--- src/rtl/gtc_pkg.sv ---
// Package for the greenhouse threshold controller.
// Holds the field widths, register indexes, reset values and the shared run-counter step.
// No dependencies.
`default_nettype none

package gtc_pkg;

    localparam int TempW    = 15;
    localparam int HumW     = 14;
    localparam int Co2W     = 17;
    localparam int ReadW    = 18;
    localparam int RunW     = 8;
    localparam int CfgW     = 17;
    localparam int CfgAddrW = 3;

    // Register indexes on the configuration port.
    localparam logic [CfgAddrW-1:0] REG_MIN_TEMP = 3'd0;
    localparam logic [CfgAddrW-1:0] REG_MAX_TEMP = 3'd1;
    localparam logic [CfgAddrW-1:0] REG_MIN_HUM  = 3'd2;
    localparam logic [CfgAddrW-1:0] REG_MAX_HUM  = 3'd3;
    localparam logic [CfgAddrW-1:0] REG_MIN_CO2  = 3'd4;
    localparam logic [CfgAddrW-1:0] REG_MAX_CO2  = 3'd5;
    localparam logic [CfgAddrW-1:0] REG_PERSIST  = 3'd6;

    // Sensor sources carried in tuser.
    localparam logic [1:0] REQ_TEMP = 2'd0;
    localparam logic [1:0] REQ_HUM  = 2'd1;
    localparam logic [1:0] REQ_CO2  = 2'd2;

    localparam logic signed [TempW-1:0] RST_MIN_TEMP = 15'sd1500;
    localparam logic signed [TempW-1:0] RST_MAX_TEMP = 15'sd3500;
    localparam logic [HumW-1:0]         RST_MIN_HUM  = 14'd1500;
    localparam logic [HumW-1:0]         RST_MAX_HUM  = 14'd3500;
    localparam logic [Co2W-1:0]         RST_MIN_CO2  = 17'd3000;
    localparam logic [Co2W-1:0]         RST_MAX_CO2  = 17'd6000;
    localparam logic [RunW-1:0]         RST_PERSIST  = 8'd10;

    // Actuator flag and run counter of one channel.
    typedef struct packed {
        logic            flag;
        logic [RunW-1:0] run;
    } gtc_chan_t;

    typedef struct packed {
        logic            fire;
        logic [RunW-1:0] run;
    } gtc_bump_t;

    // Count one out-of-limit reading; the counter saturates at its top and
    // returns to zero when it reaches the persist count.
    function automatic gtc_bump_t gtc_bump(input logic [RunW-1:0] run,
                                           input logic [RunW-1:0] persist);
        logic [RunW-1:0] inc;
        gtc_bump_t       res;
        inc = (run == {RunW{1'b1}}) ? run : run + 1'b1;
        if (inc >= persist)
        begin
            res.fire = 1'b1;
            res.run  = '0;
        end
        else
        begin
            res.fire = 1'b0;
            res.run  = inc;
        end
        return res;
    endfunction

endpackage

`default_nettype wire

--- src/rtl/gtc_low_chan.sv ---
// Low-limit channel update shared by humidity and CO2.
// Depends on gtc_pkg for the channel state type and the run-counter step.
`default_nettype none

module gtc_low_chan (
    input  wire logic                                   enable,
    input  wire logic signed [gtc_pkg::ReadW-1:0]       reading,
    input  wire logic signed [gtc_pkg::ReadW-1:0]       lo_limit,
    input  wire logic signed [gtc_pkg::ReadW-1:0]       hi_limit,
    input  wire logic [gtc_pkg::RunW-1:0]               persist,
    input  wire gtc_pkg::gtc_chan_t                     cur,
    output gtc_pkg::gtc_chan_t                          nxt
);

    logic signed [gtc_pkg::ReadW+1:0] twice;
    logic signed [gtc_pkg::ReadW+1:0] mid_sum;
    gtc_pkg::gtc_bump_t               step;

    assign twice   = {reading[gtc_pkg::ReadW-1], reading, 1'b0};
    assign mid_sum = {{2{lo_limit[gtc_pkg::ReadW-1]}}, lo_limit}
                   + {{2{hi_limit[gtc_pkg::ReadW-1]}}, hi_limit};
    assign step    = gtc_pkg::gtc_bump(cur.run, persist);

    always_comb
    begin
        nxt = cur;
        if (enable)
        begin
            if (reading < lo_limit)
            begin
                if (!cur.flag)
                begin
                    nxt.run = step.run;
                    if (step.fire)
                    begin
                        nxt.flag = 1'b1;
                    end
                end
            end
            else
            begin
                nxt.run = '0;
            end
            // Midpoint turn-off may undo a turn-on of the same reading.
            if (twice > mid_sum)
            begin
                nxt.flag = 1'b0;
            end
        end
    end

endmodule

`default_nettype wire

--- src/rtl/greenhouse_threshold_controller_top.sv ---
// Greenhouse threshold controller: bang-bang control of four actuators with hysteresis.
// Each item passes through the input register and then the result register before m_tvalid rises.
// Throughput: one item per cycle; both registers advance together, so the rate is limited only by m_tready.
// Reset (rst_n low, asynchronous): actuators off, run counters and held readings zero,
// limits and persist count at their default values, both stages empty.
// Depends on gtc_pkg and gtc_low_chan.
`default_nettype none

module greenhouse_threshold_controller_top (
    input  wire logic                             clk,
    input  wire logic                             rst_n,
    // Sensor items.
    input  wire logic                             s_tvalid,
    output logic                                  s_tready,
    input  wire logic [23:0]                      s_tdata,  // [17:0] reading, zero fill above
    input  wire logic [1:0]                       s_tuser,  // [1:0] req_type
    // Result items.
    output logic                                  m_tvalid,
    input  wire logic                             m_tready,
    // [0] heater_on, [1] cooler_on, [2] irrigator_on, [3] injector_on, [7:4] switch_mask,
    // [22:8] recent_temperature, [36:23] recent_humidity, [53:37] recent_co2, zero fill above
    output logic [55:0]                           m_tdata,
    // Configuration writes.
    input  wire logic                             cfg_wr_en,
    input  wire logic [gtc_pkg::CfgAddrW-1:0]     cfg_addr,
    input  wire logic [gtc_pkg::CfgW-1:0]         cfg_wdata
);

    localparam int TW = gtc_pkg::TempW;
    localparam int HW = gtc_pkg::HumW;
    localparam int CW = gtc_pkg::Co2W;
    localparam int RW = gtc_pkg::ReadW;

    // Configuration registers.
    logic signed [TW-1:0]         min_temp_reg;
    logic signed [TW-1:0]         max_temp_reg;
    logic [HW-1:0]                min_hum_reg;
    logic [HW-1:0]                max_hum_reg;
    logic [CW-1:0]                min_co2_reg;
    logic [CW-1:0]                max_co2_reg;
    logic [gtc_pkg::RunW-1:0]     persist_reg;

    // Input stage.
    logic                         in_valid_reg;
    logic [1:0]                   in_type_reg;
    logic signed [RW-1:0]         in_reading_reg;

    // Controller state.
    logic                         heater_reg;
    logic                         cooler_reg;
    logic [gtc_pkg::RunW-1:0]     temp_run_reg;
    gtc_pkg::gtc_chan_t           hum_reg;
    gtc_pkg::gtc_chan_t           co2_reg;
    logic signed [TW-1:0]         held_temp_reg;
    logic [HW-1:0]                held_hum_reg;
    logic [CW-1:0]                held_co2_reg;

    logic                         heater_next;
    logic                         cooler_next;
    logic [gtc_pkg::RunW-1:0]     temp_run_next;
    gtc_pkg::gtc_chan_t           hum_next;
    gtc_pkg::gtc_chan_t           co2_next;
    logic signed [TW-1:0]         held_temp_next;
    logic [HW-1:0]                held_hum_next;
    logic [CW-1:0]                held_co2_next;

    // Result stage.
    logic                         out_valid_reg;
    logic [55:0]                  out_data_reg;
    logic [55:0]                  out_data_next;

    logic                         advance;
    logic signed [RW+1:0]         twice;
    logic signed [RW+1:0]         temp_sum;
    logic signed [RW-1:0]         min_temp_w;
    logic signed [RW-1:0]         max_temp_w;
    gtc_pkg::gtc_bump_t           temp_step;
    logic [3:0]                   switch_mask;

    assign advance  = in_valid_reg && (!out_valid_reg || m_tready);
    assign s_tready = !in_valid_reg || advance;
    assign m_tvalid = out_valid_reg;
    assign m_tdata  = out_data_reg;

    // Configuration port.
    always_ff @(posedge clk or negedge rst_n)
    begin
        if (!rst_n)
        begin
            min_temp_reg <= gtc_pkg::RST_MIN_TEMP;
            max_temp_reg <= gtc_pkg::RST_MAX_TEMP;
            min_hum_reg  <= gtc_pkg::RST_MIN_HUM;
            max_hum_reg  <= gtc_pkg::RST_MAX_HUM;
            min_co2_reg  <= gtc_pkg::RST_MIN_CO2;
            max_co2_reg  <= gtc_pkg::RST_MAX_CO2;
            persist_reg  <= gtc_pkg::RST_PERSIST;
        end
        else if (cfg_wr_en)
        begin
            case (cfg_addr)
                gtc_pkg::REG_MIN_TEMP: min_temp_reg <= cfg_wdata[TW-1:0];
                gtc_pkg::REG_MAX_TEMP: max_temp_reg <= cfg_wdata[TW-1:0];
                gtc_pkg::REG_MIN_HUM:  min_hum_reg  <= cfg_wdata[HW-1:0];
                gtc_pkg::REG_MAX_HUM:  max_hum_reg  <= cfg_wdata[HW-1:0];
                gtc_pkg::REG_MIN_CO2:  min_co2_reg  <= cfg_wdata[CW-1:0];
                gtc_pkg::REG_MAX_CO2:  max_co2_reg  <= cfg_wdata[CW-1:0];
                gtc_pkg::REG_PERSIST:  persist_reg  <= cfg_wdata[gtc_pkg::RunW-1:0];
                default: ;
            endcase
        end
    end

    // Input register.
    always_ff @(posedge clk or negedge rst_n)
    begin
        if (!rst_n)
        begin
            in_valid_reg <= 1'b0;
        end
        else if (s_tready)
        begin
            in_valid_reg <= s_tvalid;
        end
    end

    always_ff @(posedge clk)
    begin
        if (s_tvalid && s_tready)
        begin
            in_type_reg    <= s_tuser;
            in_reading_reg <= s_tdata[RW-1:0];
        end
    end

    // Temperature channel.
    assign min_temp_w = {{(RW-TW){min_temp_reg[TW-1]}}, min_temp_reg};
    assign max_temp_w = {{(RW-TW){max_temp_reg[TW-1]}}, max_temp_reg};
    assign twice      = {in_reading_reg[RW-1], in_reading_reg, 1'b0};
    assign temp_sum   = {{2{min_temp_w[RW-1]}}, min_temp_w}
                      + {{2{max_temp_w[RW-1]}}, max_temp_w};
    assign temp_step  = gtc_pkg::gtc_bump(temp_run_reg, persist_reg);

    always_comb
    begin
        heater_next    = heater_reg;
        cooler_next    = cooler_reg;
        temp_run_next  = temp_run_reg;
        held_temp_next = held_temp_reg;
        if (in_type_reg == gtc_pkg::REQ_TEMP)
        begin
            // Saturate the held value to the 15-bit signed field.
            if (in_reading_reg[RW-1:TW-1] == '0 || in_reading_reg[RW-1:TW-1] == '1)
            begin
                held_temp_next = in_reading_reg[TW-1:0];
            end
            else if (in_reading_reg[RW-1])
            begin
                held_temp_next = {1'b1, {(TW-1){1'b0}}};
            end
            else
            begin
                held_temp_next = {1'b0, {(TW-1){1'b1}}};
            end

            if (in_reading_reg > max_temp_w && !cooler_reg)
            begin
                temp_run_next = temp_step.run;
                if (temp_step.fire)
                begin
                    cooler_next = 1'b1;
                end
            end
            else if (in_reading_reg < min_temp_w && !heater_reg)
            begin
                temp_run_next = temp_step.run;
                if (temp_step.fire)
                begin
                    heater_next = 1'b1;
                end
            end
            else if (in_reading_reg >= min_temp_w && in_reading_reg <= max_temp_w)
            begin
                temp_run_next = '0;
            end

            if (twice < temp_sum)
            begin
                cooler_next = 1'b0;
            end
            if (twice > temp_sum)
            begin
                heater_next = 1'b0;
            end
        end
    end

    // Humidity and CO2 channels.
    gtc_low_chan u_hum_chan (
        .enable   (in_type_reg == gtc_pkg::REQ_HUM),
        .reading  (in_reading_reg),
        .lo_limit ({{(RW-HW){1'b0}}, min_hum_reg}),
        .hi_limit ({{(RW-HW){1'b0}}, max_hum_reg}),
        .persist  (persist_reg),
        .cur      (hum_reg),
        .nxt      (hum_next)
    );

    gtc_low_chan u_co2_chan (
        .enable   (in_type_reg == gtc_pkg::REQ_CO2),
        .reading  (in_reading_reg),
        .lo_limit ({{(RW-CW){1'b0}}, min_co2_reg}),
        .hi_limit ({{(RW-CW){1'b0}}, max_co2_reg}),
        .persist  (persist_reg),
        .cur      (co2_reg),
        .nxt      (co2_next)
    );

    always_comb
    begin
        held_hum_next = held_hum_reg;
        held_co2_next = held_co2_reg;
        if (in_type_reg == gtc_pkg::REQ_HUM)
        begin
            if (in_reading_reg[RW-1])
            begin
                held_hum_next = '0;
            end
            else if (in_reading_reg[RW-2:HW] != '0)
            begin
                held_hum_next = '1;
            end
            else
            begin
                held_hum_next = in_reading_reg[HW-1:0];
            end
        end
        if (in_type_reg == gtc_pkg::REQ_CO2)
        begin
            held_co2_next = in_reading_reg[RW-1] ? '0 : in_reading_reg[CW-1:0];
        end
    end

    assign switch_mask = {co2_reg.flag ^ co2_next.flag,
                          hum_reg.flag ^ hum_next.flag,
                          cooler_reg ^ cooler_next,
                          heater_reg ^ heater_next};

    assign out_data_next = {2'b00, held_co2_next, held_hum_next, held_temp_next,
                            switch_mask, co2_next.flag, hum_next.flag,
                            cooler_next, heater_next};

    // State and result register.
    always_ff @(posedge clk or negedge rst_n)
    begin
        if (!rst_n)
        begin
            heater_reg    <= 1'b0;
            cooler_reg    <= 1'b0;
            temp_run_reg  <= '0;
            hum_reg       <= '0;
            co2_reg       <= '0;
            held_temp_reg <= '0;
            held_hum_reg  <= '0;
            held_co2_reg  <= '0;
            out_valid_reg <= 1'b0;
        end
        else if (advance)
        begin
            heater_reg    <= heater_next;
            cooler_reg    <= cooler_next;
            temp_run_reg  <= temp_run_next;
            hum_reg       <= hum_next;
            co2_reg       <= co2_next;
            held_temp_reg <= held_temp_next;
            held_hum_reg  <= held_hum_next;
            held_co2_reg  <= held_co2_next;
            out_valid_reg <= 1'b1;
        end
        else if (m_tready)
        begin
            out_valid_reg <= 1'b0;
        end
    end

    always_ff @(posedge clk)
    begin
        if (advance)
        begin
            out_data_reg <= out_data_next;
        end
    end

endmodule

`default_nettype wire

--- config.mk ---
export PLATFORM = sky130hd
export DESIGN_NAME = greenhouse_threshold_controller_top
export DESIGN_NICKNAME = d
export VERILOG_FILES = /design/src/rtl/gtc_pkg.sv /design/src/rtl/gtc_low_chan.sv /design/src/rtl/greenhouse_threshold_controller_top.sv
export SDC_FILE = /design/constraint.sdc
export NUM_CORES = 1
export LEC_CHECK = 0
export ABC_AREA = 1
export BUFFER_PORTS_ARGS = -buffer_cell sky130_fd_sc_hd__buf_2
export CAP_MARGIN = 20
export CORE_MARGIN = 5
export CORE_UTILIZATION = 25
export DETAILED_ROUTE_END_ITERATION = 10
export GPL_TIMING_DRIVEN = 0
export RECOVER_POWER = 100
export SLEW_MARGIN = 20
export SYNTH_ARGS = -nofsm -noshare
export SYNTH_HDL_FRONTEND = slang
export SYNTH_SLANG_ARGS = --single-unit
export TNS_END_PERCENT = 50
--- constraint.sdc ---
create_clock -name clk -period 5.6 [get_ports clk]
set_clock_uncertainty 0.1 [all_clocks]
set_input_delay 1.12 -clock clk [delete_from_list [all_inputs] [get_ports clk]]
set_output_delay 1.12 -clock clk [all_outputs]
set_load 0.02 [all_outputs]
## Word-level counts from Yosys, hierarchy flattened

Index checks and enable logic that the tools add are counted.

- Register bits: 250
- Input port bits: 51
- Output and inout port bits: 58

- Multiplexer cells: 40
- Eq/ne operators: 14
- $add $sub $neg: 6
- Magnitude comparators: 13
- Bitwise gates (word level): 4
- Reduce and logical (&&, ||, !) cells: 28

Operators with widths:

| cell | number |
|---|---|
| two-way mux 8 bit | 8 |
| two-way mux 9 bit | 7 |
| two-way mux 15 bit | 3 |
| two-way mux 14 bit | 3 |
| greater-than comparator 19 x 16 -> 1 bit | 2 |
| < comparator 18 x 15 -> 1 bit | 2 |
| two-way mux 17 bit | 2 |
| adder 8 x 1 -> 8 bit, second input constant | 3 |
| == test 8 bit, second input constant | 3 |
| greater-or-equal comparator 8 bit | 3 |
| greater-than comparator 19 bit | 1 |
| < comparator 19 x 16 -> 1 bit | 1 |
| adder 17 x 17 -> 18 bit | 1 |
| greater-or-equal comparator 18 x 15 -> 1 bit | 1 |
| greater-than comparator 18 x 15 -> 1 bit | 1 |
| less-or-equal comparator 18 x 15 -> 1 bit | 1 |
| < comparator 18 bit | 1 |
| two-way mux 1 bit | 17 |
| adder 15 x 15 -> 16 bit | 1 |
| adder 14 x 14 -> 15 bit | 1 |
| AND reduction 2 bit | 7 |
| == test 3 bit, second input constant | 3 |
| AND reduction 3 bit | 3 |
| == test 3 x 2 -> 1 bit, second input constant | 2 |
| other kinds (14) | 28 |

## Logic depth before layout (Yosys ltp)

- Word-level depth: 10
- Mapped depth: 23

## Cells and area by module

From an unflattened synthesis, not the netlist that was laid out.

- Cells, all modules: 2,166
- Area total of the unflattened synthesis: 17,097.6 um2

By module, submodules not included:

| module | area each (um2) | instances | sequential area each (um2) | cells an instance |
|---|---|---|---|---|
| greenhouse_threshold_controller_top | 11,972.7 | 1 | 6,681.4 | 1,298 |
| gtc_low_chan at u_hum_chan | 2,571.2 | 1 | 0.0 | 440 |
| gtc_low_chan at u_co2_chan | 2,553.7 | 1 | 0.0 | 428 |

## Worst setup path after synthesis

OpenSTA, ideal clock, no wires.

- Kind: register -> register
- From: register min_temp_reg[0]
- To: register out_data_reg[5], in the netlist m_tdata[5] (data pin)
- Slack: 2,157 ps
- Stages on the path, launching flop included: 24
- Data required time: 5,247 ps
- Clock period less this slack: 3,443 ps
- Arrival time: 3,089 ps
- Cell sequence: dfrtp_1 > ha_1 > fa_1 > nand3_1 > nand2_1 > nand2_1 > nand2_1 > a21oi_1 > o21ai_0 > a31oi_1 > xor2_1 > ha_1 > nand2_1 > nor2_1 > a211oi_1 > nand2_1 > a21oi_1 > nor2_1 > nand2_1 > nand3_2 > nand2_2 > nand2_1 > nand3_1 > nand2_1

- Word-level cells in the longest chain between the ends: 5

RTL lines:

| what | RTL line | source |
|---|---|---|
| start, declared | greenhouse_threshold_controller_top.sv:35 | `logic signed [TW-1:0] min_temp_reg;` |
| start signal, assigned | greenhouse_threshold_controller_top.sv:90 | `min_temp_reg <= gtc_pkg::RST_MIN_TEMP;` |
| start signal, assigned | greenhouse_threshold_controller_top.sv:101 | `gtc_pkg::REG_MIN_TEMP: min_temp_reg <= cfg_wdata[TW-1:0];` |
| adder 15 x 15 -> 16 bit | greenhouse_threshold_controller_top.sv:140 | `+ {{2{max_temp_w[RW-1]}}, max_temp_w};` |
| < comparator 19 x 16 -> 1 bit | greenhouse_threshold_controller_top.sv:186 | `if (twice < temp_sum)` |
| two-way mux 1 bit | greenhouse_threshold_controller_top.sv:186 |  |
| two-way mux 1 bit | greenhouse_threshold_controller_top.sv:149 | `if (in_type_reg == gtc_pkg::REQ_TEMP)` |
| bitwise XOR 1 bit | greenhouse_threshold_controller_top.sv:245 | `cooler_reg ^ cooler_next,` |
| named net out_data_next[5] | greenhouse_threshold_controller_top.sv:70 | `logic [55:0] out_data_next;` |
| end signal, assigned | greenhouse_threshold_controller_top.sv:289 | `out_data_reg <= out_data_next;` |
| end, declared | greenhouse_threshold_controller_top.sv:69 | `logic [55:0] out_data_reg;` |

The timed path passes the listed nets, and every way through them passes these cells.
A chain may end at the register's enable or synchronous reset.

## Worst setup path after layout

- From: register max_co2_reg[0]
- To: register out_data_reg[7], in the netlist m_tdata[7] (data pin)

- Word-level cells in the longest chain between the ends: 5

RTL lines:

| what | RTL line | source |
|---|---|---|
| start, declared | greenhouse_threshold_controller_top.sv:40 | `logic [CW-1:0] max_co2_reg;` |
| start signal, assigned | greenhouse_threshold_controller_top.sv:95 | `max_co2_reg <= gtc_pkg::RST_MAX_CO2;` |
| start signal, assigned | greenhouse_threshold_controller_top.sv:106 | `gtc_pkg::REG_MAX_CO2: max_co2_reg <= cfg_wdata[CW-1:0];` |
| adder 17 x 17 -> 18 bit | gtc_low_chan.sv:21 | `+ {{2{hi_limit[gtc_pkg::ReadW-1]}}, hi_limit};` |
| greater-than comparator 19 bit | gtc_low_chan.sv:45 | `if (twice > mid_sum)` |
| two-way mux 1 bit | gtc_low_chan.sv:45 |  |
| two-way mux 9 bit | gtc_low_chan.sv:27 | `if (enable)` |
| bitwise XOR 1 bit | greenhouse_threshold_controller_top.sv:243 | `assign switch_mask = {co2_reg.flag ^ co2_next.flag,` |
| named net out_data_next[7] | greenhouse_threshold_controller_top.sv:70 |  |

The timed path passes the listed nets, and every way through them passes these cells.

==> key figures <==
Die
  – Die height: ~260 um
  – Number of I/O pins: between 100 and 150
  – Initial Util: between 20% and 30%
  – Std-Cell Rows: 91
  – Die ar.: between 60,000 and 70,000 um^2
  – Core Box Area: 61,500 um^2
  – Die W: 259 um

Placement
  – Placed insts: approximately 2.7k
  – DPL Wire Length: around 32 mm
  – Dpl ws: roughly 1.7 ns
  – Final GP Congestion: between 0.8 and 0.9
  – IO buf count: 100
  – Area after DPL: 17,100 um^2

Synth
  – Syn_area_per_cell: 8.51 um^2
  – Count of different cell masters after synthesis: 52
  – Seq/Total Area, Yosys: a little over two fifths
  – Yosys warnings: 0
  – Ys flop type: dfrtp_1
  – Ys async rst share: a little over two thirds
  – Post-synth EDFFs: between 70 and 80
  – Area of the mapped netlist: 15,500 um^2
  – Synth Register Bits: 250
  – Instance count of the mapped netlist: between 1.5k and 2k

Timing
  – Final worst slack: around 1.5 ns
  – Max_slew headroom: -38.2%
  – F_max: around 250 MHz
  – Final hold vios: 0
  – Min Tclk post-route: roughly 4 ns
  – Tightest Pin Transition: roughly 2.1 ns
  – Final period util: 72.4%
  – TNS Setup: 0 ns
  – RSZ-0062 raised after global routing: no
  – Final setup fails: 0
  – Fin Hold WS: approximately 0.38 ns
  – Max Slew Vio Count: 245

Finish
  – Final core utilization: between 20 and 30%
  – Finished Cell Area: between 15,000 and 20,000 um^2
  – Layout cell share with drive strength beyond 1: 7.71%
  – Finished Layout Cells: 2,770
  – Fin nets: ~2.2k
  – Largest register FFs: 54
  – Synthesis-to-layout area growth: 14.7%

Clock tree
  – Root Buffer: clkbuf_16
  – CTS Buffer Depth: 3
  – Hold Buf Count CTS: 0
  – Htree depth: 1
  – Setup Buffers After CTS: 0
  – Clock slew at reported path FFs: approximately 0.060 ns
  – CTS sink count: between 200 and 300
  – Worst-skew pair later-pin latency: between 0.5 and 0.6 ns
  – Post-cts sizing count: 0
  – Num CTS Buffers: 27
  – TritonCTS clock tree: built

Worst setup path
  – CP top delay family: compound AO/OA/AOI/OAI gates
  – Crit path buf inv count: 0
  – Endpoint class of the critical path: flop
  – Crit-path max cell delay: 0.45 ns
  – CP max stage cell: fa_1
  – CP required: 5.81 ns
  – Worst setup SP type: flop
  – Most frequent cell on the critical path: nand2_1
  – CP arrival: about 4.3 ns
  – Crit Path Max Fanout: 4
  – Worst path cell trace: ha_1 > fa_1 > a21oi_1 > o21ai_0 > a21boi_0 > o21ai_0 > nand2_1 > nand2_1 > xnor2_1 > ha_1 > nand2_1 > nor2_1 > a211oi_1 > a21oi_1 > o21bai_1 > nand2_1 > xor2_1
  – Critical path class: flop to flop

Route
  – Vias per inst: around 4.5
  – WL/cell: 15.5 um
  – DR vias: between 10k and 15k
  – Antenna viol nets, final: 0
  – Final wirelength: ~43 mm
  – Drt pass-1 iters: 5
  – Initial DRC count: 925
  – Drt drc: 0

Global routing
  – Initial antenna violation count: 14
  – Largest net degree at the start of global routing: between 80 and 90
  – Grt ovf: 0
  – Number of global-route vias before repair: around 12k
  – First-pass GRT wire length: roughly 67 mm
  – All-Layer GR Usage: between 10 and 15%

Status
  – Failing checks: max-capacitance violations, max-slew violations
  – Outcome: complete, but fails checks

Flow run
  – Maxcap violations: 4

Power
  – Sw frac: a little under two fifths
  – Internal power: ~4.4 mW
  – Total Power: between 7 and 8 mW
  – Leakage: between 8 and 9 nW
  – VDD IR max: around 0.22 mV
  – Sw power: roughly 2.7 mW
  – Clock share of power: roughly 25%
  – Sequential share of power: a little under two fifths
  – Pwr dens: 402 nW/um^2
  – Comb power frac: a little under two fifths

Hold path
  – Class of the worst hold path: flop to flop
[cell families (layout without fill, tap and decap cells)]
family | count (synthesis) | after routing | synth area share, %
adder cells (fa/ha/maj) | 186 | 186 | 15.2
buffers and inverters | 274 | 425 | 6.81
multiplexers | 2 | 2 | 0.137
XOR/XNOR | 55 | 55 | 3.11
AO/OA/AOI/OAI | 403 | 403 | 14.0
AND/OR/NAND/NOR | 649 | 649 | 17.6
other | 1 | 10 | 0.0242
flip-flops | 250 | 250 | 43.1
[path summary, 6_finish.rpt]
kind                                     endpoint              start  slack [ns]  cells past startpoint
worst max-delay path                   m_tdata[7]     max_co2_reg[0]        1.54                     17
worst min-delay path            held_temp_reg[14]  held_temp_reg[14]        0.38                      2
worst max register to register         m_tdata[7]     max_co2_reg[0]        1.54                     17
worst min register to register  held_temp_reg[14]  held_temp_reg[14]        0.38                      2
max in group asynchronous         min_co2_reg[14]              rst_n        1.57                      2
min in group asynchronous              hum_reg[5]              rst_n        0.96                      1
[synthesized netlist by cell type, types with 9 or more instances]
library cell	count	area share, %
nand4_1	18	0.73
dfstp_2	44	7.5
o21ai_1	9	0.29
o22ai_1	31	1.3
ha_1	183	15
edfxtp_1	74	14
nor2_1	112	2.7
nand2_1	411	10
nor3_1	14	0.45
inv_1	226	5.5
o21ai_0	191	6.2
nand3_1	59	1.9
xnor2_1	21	1.2
dfrtp_1	132	21
a21oi_1	132	4.3
clkbuf_1	32	0.78
xor2_1	34	1.9
[final cells by class]
type	instances	area (um^2)
Clock inverter	11	133
Sequential cell	250	6680
Inverter	232	871
Multi-Input combinational cell	1297	7720
Clock buffer	38	738
Tap cell	790	988
Antenna cell	8	20.0
Timing Repair Buffer	102	429
Buffer	42	183
Fill cell	6647	43700
[power groups by stage]
stage	registers, mW	clock network (mW)	logic [mW]
after floorplan	2.72	0	1.95
after global placement	2.70	0	2.67
after detailed placement	2.71	0	2.71
after CTS	2.68	1.84	2.72
after global routing	2.73	1.91	3.10
final	2.68	1.80	2.66
[worst register-to-register path, cell delays in order (launching register included)]
cell and delay, ns:
dfrtp_1 0.40, ha_1 0.25, fa_1 0.45, a21oi_1 0.23
o21ai_0 0.22, a21boi_0 0.31, o21ai_0 0.18, nand2_1 0.09
nand2_1 0.06, xnor2_1 0.13, ha_1 0.29, nand2_1 0.09
nor2_1 0.05, a211oi_1 0.19, a21oi_1 0.10, o21bai_1 0.32
nand2_1 0.19, xor2_1 0.18
[per-layer routing]
metal	track usage, %	wire, um
met4	3.32	1050
met2	20.1	19000
met5	0	65
met3	2.50	2500
met1	17.4	20300
[layout by cell type, fill, tap and decap left out, drive strengths merged, types with 65 or more instances in the layout]
master  Yosys  final
o21ai     201    201
edfxtp     74     74
clkbuf     32    139
nand2     420    420
nand3      65     65
inv       232    233
nor2      118    118
ha        183    183
dfrtp     132    132
a21oi     133    133
Power figures use the tool's default switching activity.
